File: src/design/assert_macros.svh
// ----------------------------------------------------------------------------
// Assertion macros
// Shared helpers for concurrent assertions sampled on the rising clock edge.
// ----------------------------------------------------------------------------
`ifndef ASSERT_MACROS_SVH
`define ASSERT_MACROS_SVH

// Assertion checked while reset is released.
`define ASSERT_CLK(lbl, prop, msg) \
  lbl: assert property (@(posedge clk_i) disable iff (!rst_ni) (prop)) else $error(msg);

// Assertion checked at every edge, reset included.
`define ASSERT_ALWAYS(lbl, prop, msg) \
  lbl: assert property (@(posedge clk_i) (prop)) else $error(msg);

`endif

File: src/design/rbap_pkg.sv
// ----------------------------------------------------------------------------
// rbap_pkg
// Types and constants shared by the bulk-string array parser modules.
// ----------------------------------------------------------------------------
`timescale 1ns / 1ps

package rbap_pkg;

  // Classification of one byte.
  typedef enum logic [2:0] {
    KIND_FRAMING  = 3'd0,
    KIND_PAYLOAD  = 3'd1,
    KIND_ELEM_END = 3'd2,
    KIND_COMPLETE = 3'd3,
    KIND_ERROR    = 3'd4,
    KIND_IGNORED  = 3'd5
  } kind_e;

  // Error codes reported with the error and ignored kinds.
  typedef enum logic [3:0] {
    ERR_NONE        = 4'd0,
    ERR_NO_STAR     = 4'd1,
    ERR_BAD_COUNT   = 4'd2,
    ERR_NO_DOLLAR   = 4'd3,
    ERR_BAD_LENGTH  = 4'd4,
    ERR_NO_LF       = 4'd5,
    ERR_NO_CRLF     = 4'd6,
    ERR_COUNT_OVER  = 4'd7,
    ERR_LENGTH_OVER = 4'd8,
    ERR_EMPTY_NUM   = 4'd9
  } err_e;

  // Configuration register indexes.
  localparam logic CFG_ELEMENT_LIMIT = 1'b0;
  localparam logic CFG_LENGTH_LIMIT  = 1'b1;

  // Register reset values.
  localparam logic [10:0] ELEMENT_LIMIT_RST = 11'd1024;
  localparam logic [15:0] LENGTH_LIMIT_RST  = 16'hFFFF;

  // Protocol characters.
  localparam logic [7:0] CHAR_STAR   = 8'h2A;
  localparam logic [7:0] CHAR_DOLLAR = 8'h24;
  localparam logic [7:0] CHAR_CR     = 8'h0D;
  localparam logic [7:0] CHAR_LF     = 8'h0A;
  localparam logic [7:0] CHAR_ZERO   = 8'h30;
  localparam logic [7:0] CHAR_NINE   = 8'h39;

  // One result item.
  typedef struct packed {
    kind_e       kind;
    logic [7:0]  payload_byte;
    logic [9:0]  element_index;
    logic [10:0] array_count;
    err_e        error_code;
    logic [23:0] message_bytes;
  } result_t;

endpackage

File: src/design/rbap_parser.sv
// ----------------------------------------------------------------------------
// rbap_parser
// Parse state machine: classifies one byte per cycle and updates its state on each accepted byte.
// ----------------------------------------------------------------------------
`timescale 1ns / 1ps

module rbap_parser #(
  parameter int MAX_ELEMENTS      = 1024,
  parameter int MAX_STRING_LENGTH = 65535,
  parameter int BYTE_COUNT_BITS   = 24
) (
  input  logic                   clk_i,
  input  logic                   rst_ni,
  input  logic                   cfg_we_i,
  input  logic                   cfg_index_i,
  input  logic [15:0]            cfg_data_i,
  input  logic                   accept_i,
  input  logic [7:0]             data_byte_i,
  output rbap_pkg::result_t      result_o
);

  typedef enum logic [3:0] {
    MODE_STAR     = 4'd0,
    MODE_COUNT    = 4'd1,
    MODE_COUNT_LF = 4'd2,
    MODE_DOLLAR   = 4'd3,
    MODE_LEN      = 4'd4,
    MODE_LEN_LF   = 4'd5,
    MODE_PAYLOAD  = 4'd6,
    MODE_STR_CR   = 4'd7,
    MODE_STR_LF   = 4'd8,
    MODE_ERROR    = 4'd9
  } mode_e;

  // Limits in force never exceed what the registers can hold.
  localparam int ElemCapInt = (MAX_ELEMENTS > 2047) ? 2047 : MAX_ELEMENTS;
  localparam int LenCapInt  = (MAX_STRING_LENGTH > 65535) ? 65535 : MAX_STRING_LENGTH;
  localparam logic [16:0] ElemCap = 17'(ElemCapInt);
  localparam logic [16:0] LenCap  = 17'(LenCapInt);
  localparam logic [BYTE_COUNT_BITS-1:0] CntMax = {BYTE_COUNT_BITS{1'b1}};

  logic [10:0]                elem_limit_q;
  logic [15:0]                len_limit_q;
  mode_e                      mode_q, mode_d;
  logic [15:0]                acc_q, acc_d;
  logic                       seen_q, seen_d;
  logic [10:0]                size_q, size_d;
  logic [10:0]                cur_q, cur_d;
  logic [15:0]                left_q, left_d;
  logic [BYTE_COUNT_BITS-1:0] cnt_q, cnt_d;
  rbap_pkg::err_e             err_q, err_d;

  logic [16:0]                elem_cap;
  logic [16:0]                len_cap;
  logic [16:0]                num_limit;
  logic                       is_digit;
  logic [19:0]                num_next;
  logic                       num_over;
  logic [BYTE_COUNT_BITS-1:0] cnt_inc;
  logic [11:0]                cur_plus;
  rbap_pkg::kind_e            kind;
  rbap_pkg::err_e             err;
  logic [7:0]                 pay;
  logic [BYTE_COUNT_BITS-1:0] msg;

  // Configuration registers.
  always_ff @(posedge clk_i or negedge rst_ni) begin
    if (!rst_ni) begin
      elem_limit_q <= rbap_pkg::ELEMENT_LIMIT_RST;
      len_limit_q  <= rbap_pkg::LENGTH_LIMIT_RST;
    end else if (cfg_we_i) begin
      if (cfg_index_i == rbap_pkg::CFG_ELEMENT_LIMIT) begin
        elem_limit_q <= cfg_data_i[10:0];
      end else begin
        len_limit_q <= cfg_data_i;
      end
    end
  end

  // Effective limits and the shared decimal digit step.
  assign elem_cap  = ({6'd0, elem_limit_q} < ElemCap) ? {6'd0, elem_limit_q} : ElemCap;
  assign len_cap   = ({1'b0, len_limit_q} < LenCap) ? {1'b0, len_limit_q} : LenCap;
  assign num_limit = (mode_q == MODE_LEN) ? len_cap : elem_cap;
  assign is_digit  = (data_byte_i >= rbap_pkg::CHAR_ZERO) &&
                     (data_byte_i <= rbap_pkg::CHAR_NINE);
  assign num_next  = 20'({acc_q, 3'b000}) + 20'({acc_q, 1'b0}) + 20'(data_byte_i[3:0]);
  assign num_over  = num_next > {3'd0, num_limit};
  assign cnt_inc   = (cnt_q == CntMax) ? cnt_q : cnt_q + BYTE_COUNT_BITS'(1);
  assign cur_plus  = {1'b0, cur_q} + 12'd1;

  // Next state and result for the byte on the input.
  always_comb begin
    mode_d = mode_q;
    acc_d  = acc_q;
    seen_d = seen_q;
    size_d = size_q;
    cur_d  = cur_q;
    left_d = left_q;
    cnt_d  = cnt_q;
    err_d  = err_q;
    kind   = rbap_pkg::KIND_FRAMING;
    err    = rbap_pkg::ERR_NONE;
    pay    = 8'd0;
    msg    = '0;
    result_o.element_index = cur_q[9:0];

    if (mode_q == MODE_ERROR) begin
      kind = rbap_pkg::KIND_IGNORED;
      err  = err_q;
    end else begin
      cnt_d = cnt_inc;
      case (mode_q)
        MODE_STAR: begin
          if (data_byte_i == rbap_pkg::CHAR_STAR) begin
            cnt_d  = BYTE_COUNT_BITS'(1);
            size_d = 11'd0;
            cur_d  = 11'd0;
            result_o.element_index = 10'd0;
            acc_d  = 16'd0;
            seen_d = 1'b0;
            mode_d = MODE_COUNT;
          end else begin
            err = rbap_pkg::ERR_NO_STAR;
          end
        end
        MODE_COUNT, MODE_LEN: begin
          if (is_digit) begin
            if (num_over) begin
              err = (mode_q == MODE_COUNT) ? rbap_pkg::ERR_COUNT_OVER
                                           : rbap_pkg::ERR_LENGTH_OVER;
            end else begin
              acc_d  = num_next[15:0];
              seen_d = 1'b1;
            end
          end else if (data_byte_i == rbap_pkg::CHAR_CR) begin
            if (!seen_q) begin
              err = rbap_pkg::ERR_EMPTY_NUM;
            end else if (mode_q == MODE_COUNT) begin
              size_d = acc_q[10:0];
              mode_d = MODE_COUNT_LF;
            end else begin
              left_d = acc_q;
              mode_d = MODE_LEN_LF;
            end
          end else begin
            err = (mode_q == MODE_COUNT) ? rbap_pkg::ERR_BAD_COUNT
                                         : rbap_pkg::ERR_BAD_LENGTH;
          end
        end
        MODE_COUNT_LF: begin
          if (data_byte_i != rbap_pkg::CHAR_LF) begin
            err = rbap_pkg::ERR_NO_LF;
          end else if (size_q == 11'd0) begin
            kind   = rbap_pkg::KIND_COMPLETE;
            msg    = cnt_inc;
            mode_d = MODE_STAR;
          end else begin
            cur_d  = 11'd0;
            mode_d = MODE_DOLLAR;
          end
        end
        MODE_DOLLAR: begin
          if (data_byte_i == rbap_pkg::CHAR_DOLLAR) begin
            acc_d  = 16'd0;
            seen_d = 1'b0;
            mode_d = MODE_LEN;
          end else begin
            err = rbap_pkg::ERR_NO_DOLLAR;
          end
        end
        MODE_LEN_LF: begin
          if (data_byte_i == rbap_pkg::CHAR_LF) begin
            mode_d = (left_q != 16'd0) ? MODE_PAYLOAD : MODE_STR_CR;
          end else begin
            err = rbap_pkg::ERR_NO_LF;
          end
        end
        MODE_PAYLOAD: begin
          kind   = rbap_pkg::KIND_PAYLOAD;
          pay    = data_byte_i;
          left_d = left_q - 16'd1;
          if (left_q == 16'd1) begin
            mode_d = MODE_STR_CR;
          end
        end
        MODE_STR_CR: begin
          if (data_byte_i == rbap_pkg::CHAR_CR) begin
            mode_d = MODE_STR_LF;
          end else begin
            err = rbap_pkg::ERR_NO_CRLF;
          end
        end
        MODE_STR_LF: begin
          if (data_byte_i != rbap_pkg::CHAR_LF) begin
            err = rbap_pkg::ERR_NO_CRLF;
          end else if (cur_plus >= {1'b0, size_q}) begin
            kind   = rbap_pkg::KIND_COMPLETE;
            msg    = cnt_inc;
            cur_d  = 11'd0;
            mode_d = MODE_STAR;
          end else begin
            kind   = rbap_pkg::KIND_ELEM_END;
            cur_d  = cur_plus[10:0];
            mode_d = MODE_DOLLAR;
          end
        end
        default: begin
          mode_d = mode_q;
        end
      endcase

      // The first error latches and parks the parser.
      if (err != rbap_pkg::ERR_NONE) begin
        kind   = rbap_pkg::KIND_ERROR;
        err_d  = err;
        mode_d = MODE_ERROR;
      end
    end

    result_o.kind          = kind;
    result_o.payload_byte  = pay;
    result_o.array_count   = size_d;
    result_o.error_code    = err;
    result_o.message_bytes = 24'(msg);
  end

  // Parser state advances on each accepted byte.
  always_ff @(posedge clk_i or negedge rst_ni) begin
    if (!rst_ni) begin
      mode_q <= MODE_STAR;
      acc_q  <= 16'd0;
      seen_q <= 1'b0;
      size_q <= 11'd0;
      cur_q  <= 11'd0;
      left_q <= 16'd0;
      cnt_q  <= '0;
      err_q  <= rbap_pkg::ERR_NONE;
    end else if (accept_i) begin
      mode_q <= mode_d;
      acc_q  <= acc_d;
      seen_q <= seen_d;
      size_q <= size_d;
      cur_q  <= cur_d;
      left_q <= left_d;
      cnt_q  <= cnt_d;
      err_q  <= err_d;
    end
  end

endmodule

File: src/design/rbap_out_reg.sv
// ----------------------------------------------------------------------------
// rbap_out_reg
// Result register: holds one result until the downstream side takes it.
// ----------------------------------------------------------------------------
`timescale 1ns / 1ps

module rbap_out_reg (
  input  logic              clk_i,
  input  logic              rst_ni,
  input  logic              load_i,
  input  rbap_pkg::result_t result_i,
  input  logic              ready_i,
  output logic              valid_o,
  output logic              space_o,
  output rbap_pkg::result_t result_o
);

  logic              valid_q;
  rbap_pkg::result_t data_q;

  // A new result may be loaded when the register is empty or the held one leaves in the same cycle.
  assign space_o  = !valid_q || ready_i;
  assign valid_o  = valid_q;
  assign result_o = data_q;

  // Valid flag.
  always_ff @(posedge clk_i or negedge rst_ni) begin
    if (!rst_ni) begin
      valid_q <= 1'b0;
    end else if (space_o) begin
      valid_q <= load_i;
    end
  end

  // Result payload.
  always_ff @(posedge clk_i) begin
    if (load_i) begin
      data_q <= result_i;
    end
  end

endmodule

File: src/design/resp_bulk_array_parser_top.sv
// An accepted byte's result is registered; it shows on the master side in the next cycle.
// Throughput: one byte per cycle while the result register has space; the parse step is one
// state update plus a times-ten add. A stalled result register holds the next byte off; the
// ready path is one gate deep. Reset clears the parse state, the error latch and the byte
// counter at once and restores both limits to their reset values; a held result is dropped.
// ----------------------------------------------------------------------------
// resp_bulk_array_parser_top
// Streaming parser for an array of bulk strings, classifying one byte per cycle when not stalled.
// ----------------------------------------------------------------------------
`timescale 1ns / 1ps
`include "assert_macros.svh"

module resp_bulk_array_parser_top #(
  parameter int MAX_ELEMENTS      = 1024,
  parameter int MAX_STRING_LENGTH = 65535,
  parameter int BYTE_COUNT_BITS   = 24
) (
  input  logic        clk_i,
  input  logic        rst_ni,
  // Configuration write port.
  input  logic        cfg_we_i,
  input  logic        cfg_index_i,
  input  logic [15:0] cfg_data_i,
  // Input stream.
  input  logic        s_axis_tvalid,
  output logic        s_axis_tready,
  input  logic [7:0]  s_axis_tdata,   // [7:0] data_byte
  // Result stream.
  output logic        m_axis_tvalid,
  input  logic        m_axis_tready,
  output logic [63:0] m_axis_tdata,   // [7:0] payload_byte, [17:8] element_index,
                                      // [28:18] array_count, [32:29] error_code,
                                      // [56:33] message_bytes, [63:57] zero
  output logic [2:0]  m_axis_tuser    // [2:0] kind
);

  logic              accept;
  rbap_pkg::result_t step_result;
  rbap_pkg::result_t out_result;

  assign accept = s_axis_tvalid && s_axis_tready;

  // Parse state machine.
  rbap_parser #(
    .MAX_ELEMENTS      (MAX_ELEMENTS),
    .MAX_STRING_LENGTH (MAX_STRING_LENGTH),
    .BYTE_COUNT_BITS   (BYTE_COUNT_BITS)
  ) u_parser (
    .clk_i       (clk_i),
    .rst_ni      (rst_ni),
    .cfg_we_i    (cfg_we_i),
    .cfg_index_i (cfg_index_i),
    .cfg_data_i  (cfg_data_i),
    .accept_i    (accept),
    .data_byte_i (s_axis_tdata),
    .result_o    (step_result)
  );

  // Result register.
  rbap_out_reg u_out_reg (
    .clk_i    (clk_i),
    .rst_ni   (rst_ni),
    .load_i   (accept),
    .result_i (step_result),
    .ready_i  (m_axis_tready),
    .valid_o  (m_axis_tvalid),
    .space_o  (s_axis_tready),
    .result_o (out_result)
  );

  // Pack the result fields onto the master side.
  assign m_axis_tuser = out_result.kind;
  assign m_axis_tdata = {7'd0,
                         out_result.message_bytes,
                         out_result.error_code,
                         out_result.array_count,
                         out_result.element_index,
                         out_result.payload_byte};

  // A payload byte is only reported on payload results.
  `ASSERT_CLK(a_payload_only, (m_axis_tvalid && (m_axis_tuser != rbap_pkg::KIND_PAYLOAD)) |-> (m_axis_tdata[7:0] == 8'd0), "payload byte set on a non-payload result")

  // A byte count is only reported on completion.
  `ASSERT_CLK(a_count_on_complete, (m_axis_tvalid && (m_axis_tuser != rbap_pkg::KIND_COMPLETE)) |-> (m_axis_tdata[56:33] == 24'd0), "message byte count set without completion")

  // Error and ignored results always carry a code, and no other result does.
  `ASSERT_CLK(a_error_code, m_axis_tvalid |-> (((m_axis_tuser == rbap_pkg::KIND_ERROR) || (m_axis_tuser == rbap_pkg::KIND_IGNORED)) == (m_axis_tdata[32:29] != 4'd0)), "error code does not match result kind")

  // Once an error result is accepted, every later result is ignored.
  `ASSERT_CLK(a_error_sticky, (m_axis_tvalid && m_axis_tready && ((m_axis_tuser == rbap_pkg::KIND_ERROR) || (m_axis_tuser == rbap_pkg::KIND_IGNORED))) |=> (!m_axis_tvalid || (m_axis_tuser == rbap_pkg::KIND_IGNORED)), "result after an error was not ignored")

endmodule
File: config.mk
export PLATFORM = sky130hd
export DESIGN_NAME = resp_bulk_array_parser_top
export DESIGN_NICKNAME = d
export VERILOG_FILES = /design/src/design/rbap_pkg.sv /design/src/design/rbap_parser.sv /design/src/design/rbap_out_reg.sv /design/src/design/resp_bulk_array_parser_top.sv
export VERILOG_INCLUDE_DIRS = /design/src /design/src/design
export SDC_FILE = /design/constraint.sdc
export NUM_CORES = 1
export LEC_CHECK = 0
export BUFFER_PORTS_ARGS = -buffer_cell sky130_fd_sc_hd__buf_2
export CAP_MARGIN = 25
export CORE_ASPECT_RATIO = 1.1
export CORE_UTILIZATION = 56
export CTS_CLUSTER_SIZE = 25
export DETAILED_ROUTE_END_ITERATION = 16
export GPL_ROUTABILITY_DRIVEN = 1
export GPL_TIMING_DRIVEN = 0
export PLACE_DENSITY = 0.76
export SYNTH_ARGS = -nofsm -noshare
export SYNTH_HDL_FRONTEND = slang
export SYNTH_SLANG_ARGS = --single-unit
File: constraint.sdc
create_clock -name clk_i -period 5.8 [get_ports clk_i]
set_input_delay 1.16 -clock clk_i [delete_from_list [all_inputs] [get_ports clk_i]]
set_output_delay 1.16 -clock clk_i [all_outputs]
set_load 0.005 [all_outputs]
# After elaboration in Yosys (flattened, before gate mapping)
# Index checks and enable logic that the tools add are counted.
# Widths: inputs -> output; s select.
dict set report classes {
  mux 79
  add_sub_neg 5
  eq_ne 37
  bitwise 3
  n_reduce_logical 23
  n_lt_le_gt_ge 6
}
# op n
set op_table {}
lappend op_table {{$mux 24} 7}
lappend op_table {{$mux 16} 9}
lappend op_table {{$mux 11} 12}
lappend op_table {{$mux 4} 18}
lappend op_table {{$pmux 16 s3} 1}
lappend op_table {{$pmux 24 s2} 1}
lappend op_table {{$pmux 11 s3} 1}
lappend op_table {{$pmux 16 s2} 1}
lappend op_table {{$pmux 4 s8} 1}
lappend op_table {{$mux 10} 3}
lappend op_table {{$pmux 4 s7} 1}
lappend op_table {{$add 24x1->24 const B} 1}
lappend op_table {{$eq 24x24->1 const B} 1}
lappend op_table {{$mux 3} 8}
lappend op_table {{$pmux 11 s2} 1}
lappend op_table {{$ne 3x1->1 const B} 7}
lappend op_table {{$reduce_and 7->1} 3}
lappend op_table {{$add 19x17->20} 1}
lappend op_table {{$add 20x4->20} 1}
lappend op_table {{$gt 20x17->1} 1}
lappend op_table {{$mux 17} 1}
lappend op_table {{$eq 16x1->1 const B} 1}
lappend op_table {{$eq 4x3->1 const B} 4}
lappend op_table {{$eq 8x4->1 const B} 2}
lappend op_table {{34 further kinds} 66}
dict set report totals {
  ff_bits 175
  elab_cells 171
  inputBits 30
  out_inout_bits 69
}

# Longest topological paths before layout
dict set report depth {
  ltp_word 11
  ltp_mapped 20
  mapped_depth_nobuf 19
}

# Cells and area by module
# A second synthesis with hierarchy kept.
dict set report hier_totals {
  hier_cells 1077
  area_unflattened_um2 10497.6
}
# mod area_each_um2 seq_area_each_um2 instances cells_per_inst
set modules_own_cells {}
lappend modules_own_cells {rbap_parser 8585.7 2874.0 1 1005}
lappend modules_own_cells {rbap_out_reg 1849.3 1826.8 1 63}
lappend modules_own_cells {resp_bulk_array_parser_top 62.6 0.0 1 9}

# Least setup slack after synthesis
# No wires, ideal clock.
dict set report synth_timing {
  path_type {input -> register}
  startpoint {input s_axis_tdata[3]}
  endpoint {register u_out_reg.data_q, in the netlist u_out_reg.result_o[26] (data pin)}
  path_stages 19
  slack_ns 0.349
  required_ns 5.540
  n_path_buf 0
  arrival_time_ns 5.192
  setup_time_ns 0.260
  cell_sequence {inv_1 -> fa_1 -> inv_1 -> ha_1 -> a211oi_1 -> o21ai_1 -> a31o_2 -> a21oi_1 -> o21ai_0 -> xnor2_1 -> ha_1 -> a21oi_1 -> o21ai_0 -> a211o_1 -> nor3_1 -> o221a_2 -> nand4_2 -> a311o_1 -> mux2_2}
}
# element line
set synth_lines {}
lappend synth_lines {{start: declaration} resp_bulk_array_parser_top.sv:27} ;# input logic [7:0] s_axis_tdata,
lappend synth_lines {{end signal: assignment} rbap_out_reg.sv:38} ;# data_q <= result_i;
lappend synth_lines {{end: declaration} rbap_out_reg.sv:19} ;# rbap_pkg::result_t data_q;

==> metrics.yaml <==
drtPass1Iterations: 5
placedCellCount: 1382
drive_above_1_share_pct: 18.2
worst_slew_margin_rel_pct: 26.9
top_level_ports: 99
die_w_um: 131
cts-root-buf: "sky130_fd_sc_hd__clkbuf_16"
power_per_unit_of_standard_cell_area_nw_per_um2: 322
regToRegSetupSlack_ns: 0.53
yosys_warnings: 0
avgViaCountPerCell: 5.95
antenna_found_initial: 0
p_sw_w: 0.00127
final_net_count: 1266
number_of_different_library_cells_in_the_post_synthesis_netlist: 80
fmax_mhz: 181
totalWireLength_um: 23900
maxCapViolations: 0
start_util_pct: 57.7
tightestPinTransition_ns: 1.09
sequential_cell_area_um2: 4700
cp.arrival_ns: 5.72
insertion_delay_ns: 0.44
min_delay_worst_endpoint: "u_parser.elem_limit_q[4]"
die_height_um: 144
dp_worst_setup_slack_ns: -0.655
fin_ws_ns: 0.271
finalMaxSlewViolations: 0
netlist_top_cells_area: "sky130_fd_sc_hd__dfrtp_1 (24%), sky130_fd_sc_hd__edfxtp_1 (18%), sky130_fd_sc_hd__ha_1 (7.6%)"
cell_internal_pwr_w: 0.00253
synth_simple_gate_area_share_pct: 17.3
timing.hold.worst_path_depth: 1
drt_iter0_drc: 722
critPathCaptureType: "register"
finalHoldViolations: 0
final.setup.tns_ns: 0
timing.final.setup_violations: 0
finalNonFillerCells: 1423
fin_worst_hold_slack_ns: 0.502
worstHoldPathType: "register to register"
grt_remaining_overflow: 0
ff2ff_path_depth: 19
yosys.area_share.adder_pct: 7.94
post-dp-hpwl_um: 17300
timing.clock.skew_ns: 0.0125
synth-compound-area-share_pct: 17.5
rows: 51
die_area_um2: 18900
regToRegStartpoint: "u_parser.acc_q[2]"
post_synth_xor_area_fraction_pct: 3.75
ys_top_cells_by_count: "sky130_fd_sc_hd__nand2_1 (110), sky130_fd_sc_hd__dfrtp_1 (98), sky130_fd_sc_hd__o21ai_0 (81)"
share_seq_of_total_power_pct: 42.4
synth_edf_count: 60
grt_usage_pct: 26.4
grt_setup_unrepaired: "no"
grt_max_degree: 75
finalWorstPathRequiredPeriod_ns: 5.53
finalCritPeriodShare_pct: 95.3
route.antenna.remaining_nets: 0
ys_async_sr_fraction_pct: 65.7
share_comb_of_total_power_pct: 27.3
cts_buffer_depth: 2
port-buffer-count: 91
cts_hold_buffers: 0
postSynthRegisterBits: 175
run_status: "complete, no violations"
route.detailed.wl_per_inst_um: 16.8
synth_top_area_cell: "sky130_fd_sc_hd__dfrtp_1"
leakagePower_nw: 5.09
worst-setup-path-type: "primary input to register"
synth_sequential_area_ratio_pct: 45.8
synthFlopType: "sky130_fd_sc_hd__dfrtp_1"
synth_top_area_share_pct: 23.9
post_synth_inst_count: 1046
multi_input_area_um2: 5240
first_pass_grt_wire_length_um: 39500
fp.coreArea_um2: 17800
critical_path_required_ns: 5.99
post_synth.cell_area_avg_um2: 9.82
cts.sink_count: 175
insertedDiodeCount: 0
worst_setup_path_start_kind: "primary input"
worst_setup_hold_path_clk_slew_ns: 0.07
first_global_vias: 8116
power.ir.vdd_worst_v: 0.000237
drc: 0
synth.most_common_cell: "sky130_fd_sc_hd__nand2_1"
cts_max_level: 4
holdCritStartpoint: "u_parser.elem_limit_q[4]"
tritoncts: "done"
synth_top_family_by_area: "compound AO/OA/AOI/OAI gates"
pwr-share-clk_pct: 30.3
synthToLayoutAreaGrowth_pct: 14.7
place.gp.congestion: 0.932
via_count: 8467
synth_area_um2: 10300
switching_share_pct: 33.3
numCtsBuffers: 17
synthMuxAreaShare_pct: 3.87
worstReg2RegEnd: "u_out_reg.result_o[26]"
layout.filler_cells: 1441
crit_path_max_fanout: 6
## metal layers
metal	GRT usage (%)	up-vias	part of all wire, %
li1	-	4083	-
met1	31.1	4071	42
met2	46.6	246	50
met3	4.14	67	3.9
met4	14.2	0	3.7
met5	0	-	0
## timing repair
item | 4_1_cts | 5_1_grt
pin swaps | 1 | 7
resized for setup | 3 | 6
buffers inserted | 1 | 7
endpoints found under the setup margin | 15 | 29
## how the worst max path moves through the flow
| stage | from | endpoint | slack, ns | cells past startpoint |
|---|---|---|---|---|
| after global routing | s_axis_tdata[3] | u_out_reg.result_o[26] | 0.03 | 20 |
| after CTS | s_axis_tdata[3] | u_out_reg.result_o[26] | 0.02 | 20 |
| after global placement | s_axis_tdata[3] | u_parser.err_q[2] | -0.62 | 20 |
| after detailed placement | s_axis_tdata[3] | u_parser.err_q[2] | -0.66 | 20 |
| after floorplan | s_axis_tdata[3] | u_out_reg.result_o[26] | 0.35 | 19 |
| final | s_axis_tdata[3] | u_out_reg.result_o[26] | 0.27 | 20 |
## power groups by stage
stage | sequential (W) | combinational, W | clock, W
5_1_grt | 0.00163 | 0.00116 | 0.00121
6_report | 0.00161 | 0.00104 | 0.00115
3_5_place_dp | 0.00163 | 0.000988 | 0
4_1_cts | 0.00161 | 0.00100 | 0.00117
2_1_floorplan | 0.00160 | 0.000712 | 0
3_3_place_gp | 0.00162 | 0.000965 | 0
## worst max-delay path, stage by stage
cell	delay [ns]
sky130_fd_sc_hd__buf_2	0.13
sky130_fd_sc_hd__inv_1	0.08
sky130_fd_sc_hd__fa_2	0.57
sky130_fd_sc_hd__inv_1	0.06
sky130_fd_sc_hd__ha_1	0.32
sky130_fd_sc_hd__a211oi_2	0.28
sky130_fd_sc_hd__o21ai_2	0.13
sky130_fd_sc_hd__a31o_2	0.26
sky130_fd_sc_hd__a21oi_2	0.17
sky130_fd_sc_hd__o21ai_0	0.13
sky130_fd_sc_hd__xnor2_1	0.25
sky130_fd_sc_hd__ha_1	0.30
sky130_fd_sc_hd__a21oi_1	0.15
sky130_fd_sc_hd__o21ai_1	0.14
sky130_fd_sc_hd__a211o_1	0.32
sky130_fd_sc_hd__nor3_2	0.16
sky130_fd_sc_hd__o221a_2	0.29
sky130_fd_sc_hd__nand4_4	0.16
sky130_fd_sc_hd__a311o_1	0.39
sky130_fd_sc_hd__mux2_2	0.28
## stage by stage
step | utilization, % | cell area, um2 | power, W
after floorplan | - | 10300 | 0.00231
after global placement | 62.0 | 11000 | 0.00259
after detailed placement | 62.3 | 11100 | 0.00262
after CTS | 65.7 | 11700 | 0.00378
after global routing | 66.2 | 11800 | 0.00400
final | 66.2 | 11800 | 0.00380
## cell usage in the layout (no fill, tap or decap), types with 23 or more instances in the layout
cell / n
sky130_fd_sc_hd__nor2_1: 74
sky130_fd_sc_hd__nand2_1: 110
sky130_fd_sc_hd__xnor2_1: 33
sky130_fd_sc_hd__o21ai_0: 80
sky130_fd_sc_hd__buf_2: 95
sky130_fd_sc_hd__ha_1: 62
sky130_fd_sc_hd__inv_1: 34
sky130_fd_sc_hd__clkbuf_1: 37
sky130_fd_sc_hd__a22o_1: 27
sky130_fd_sc_hd__and3_1: 23
sky130_fd_sc_hd__mux2_2: 30
sky130_fd_sc_hd__dfrtp_1: 98
sky130_fd_sc_hd__a21oi_1: 71
sky130_fd_sc_hd__edfxtp_1: 60
sky130_fd_sc_hd__nand3_1: 36
## cell families after synthesis
kind of cell | Yosys count
simple gates | 355
compound gates | 279
flops | 175
buf+inv | 92
fa+ha+maj | 64
xor+xnor | 44
mux | 36
other cells | 1
## area by class of cell
class	instances	area share (%)
Timing Repair Buffer	101	4.72
Clock inverter	13	1.33
Tap cell	238	2.53
Inverter	34	1.08
Buffer	58	2.28
Multi-Input combinational cell	785	44.5
Sequential cell	175	39.9
Clock buffer	19	3.67
## state kept, by name, indices dropped and copies added (netlist names)
| signal | cells |
|---|---|
| u_parser.acc_q | 16 |
| u_parser.size_q | 11 |
| u_parser.mode_q | 4 |
| u_parser.err_q | 4 |
| u_parser.len_limit_q | 16 |
| u_parser.cnt_q | 24 |
| u_parser.elem_limit_q | 11 |
| u_out_reg.valid_o | 1 |
| u_parser.seen_q | 1 |
| u_out_reg.result_o | 60 |
| u_parser.cur_q | 11 |
| u_parser.left_q | 16 |
No activity file was read; power rests on OpenSTA's default activity.
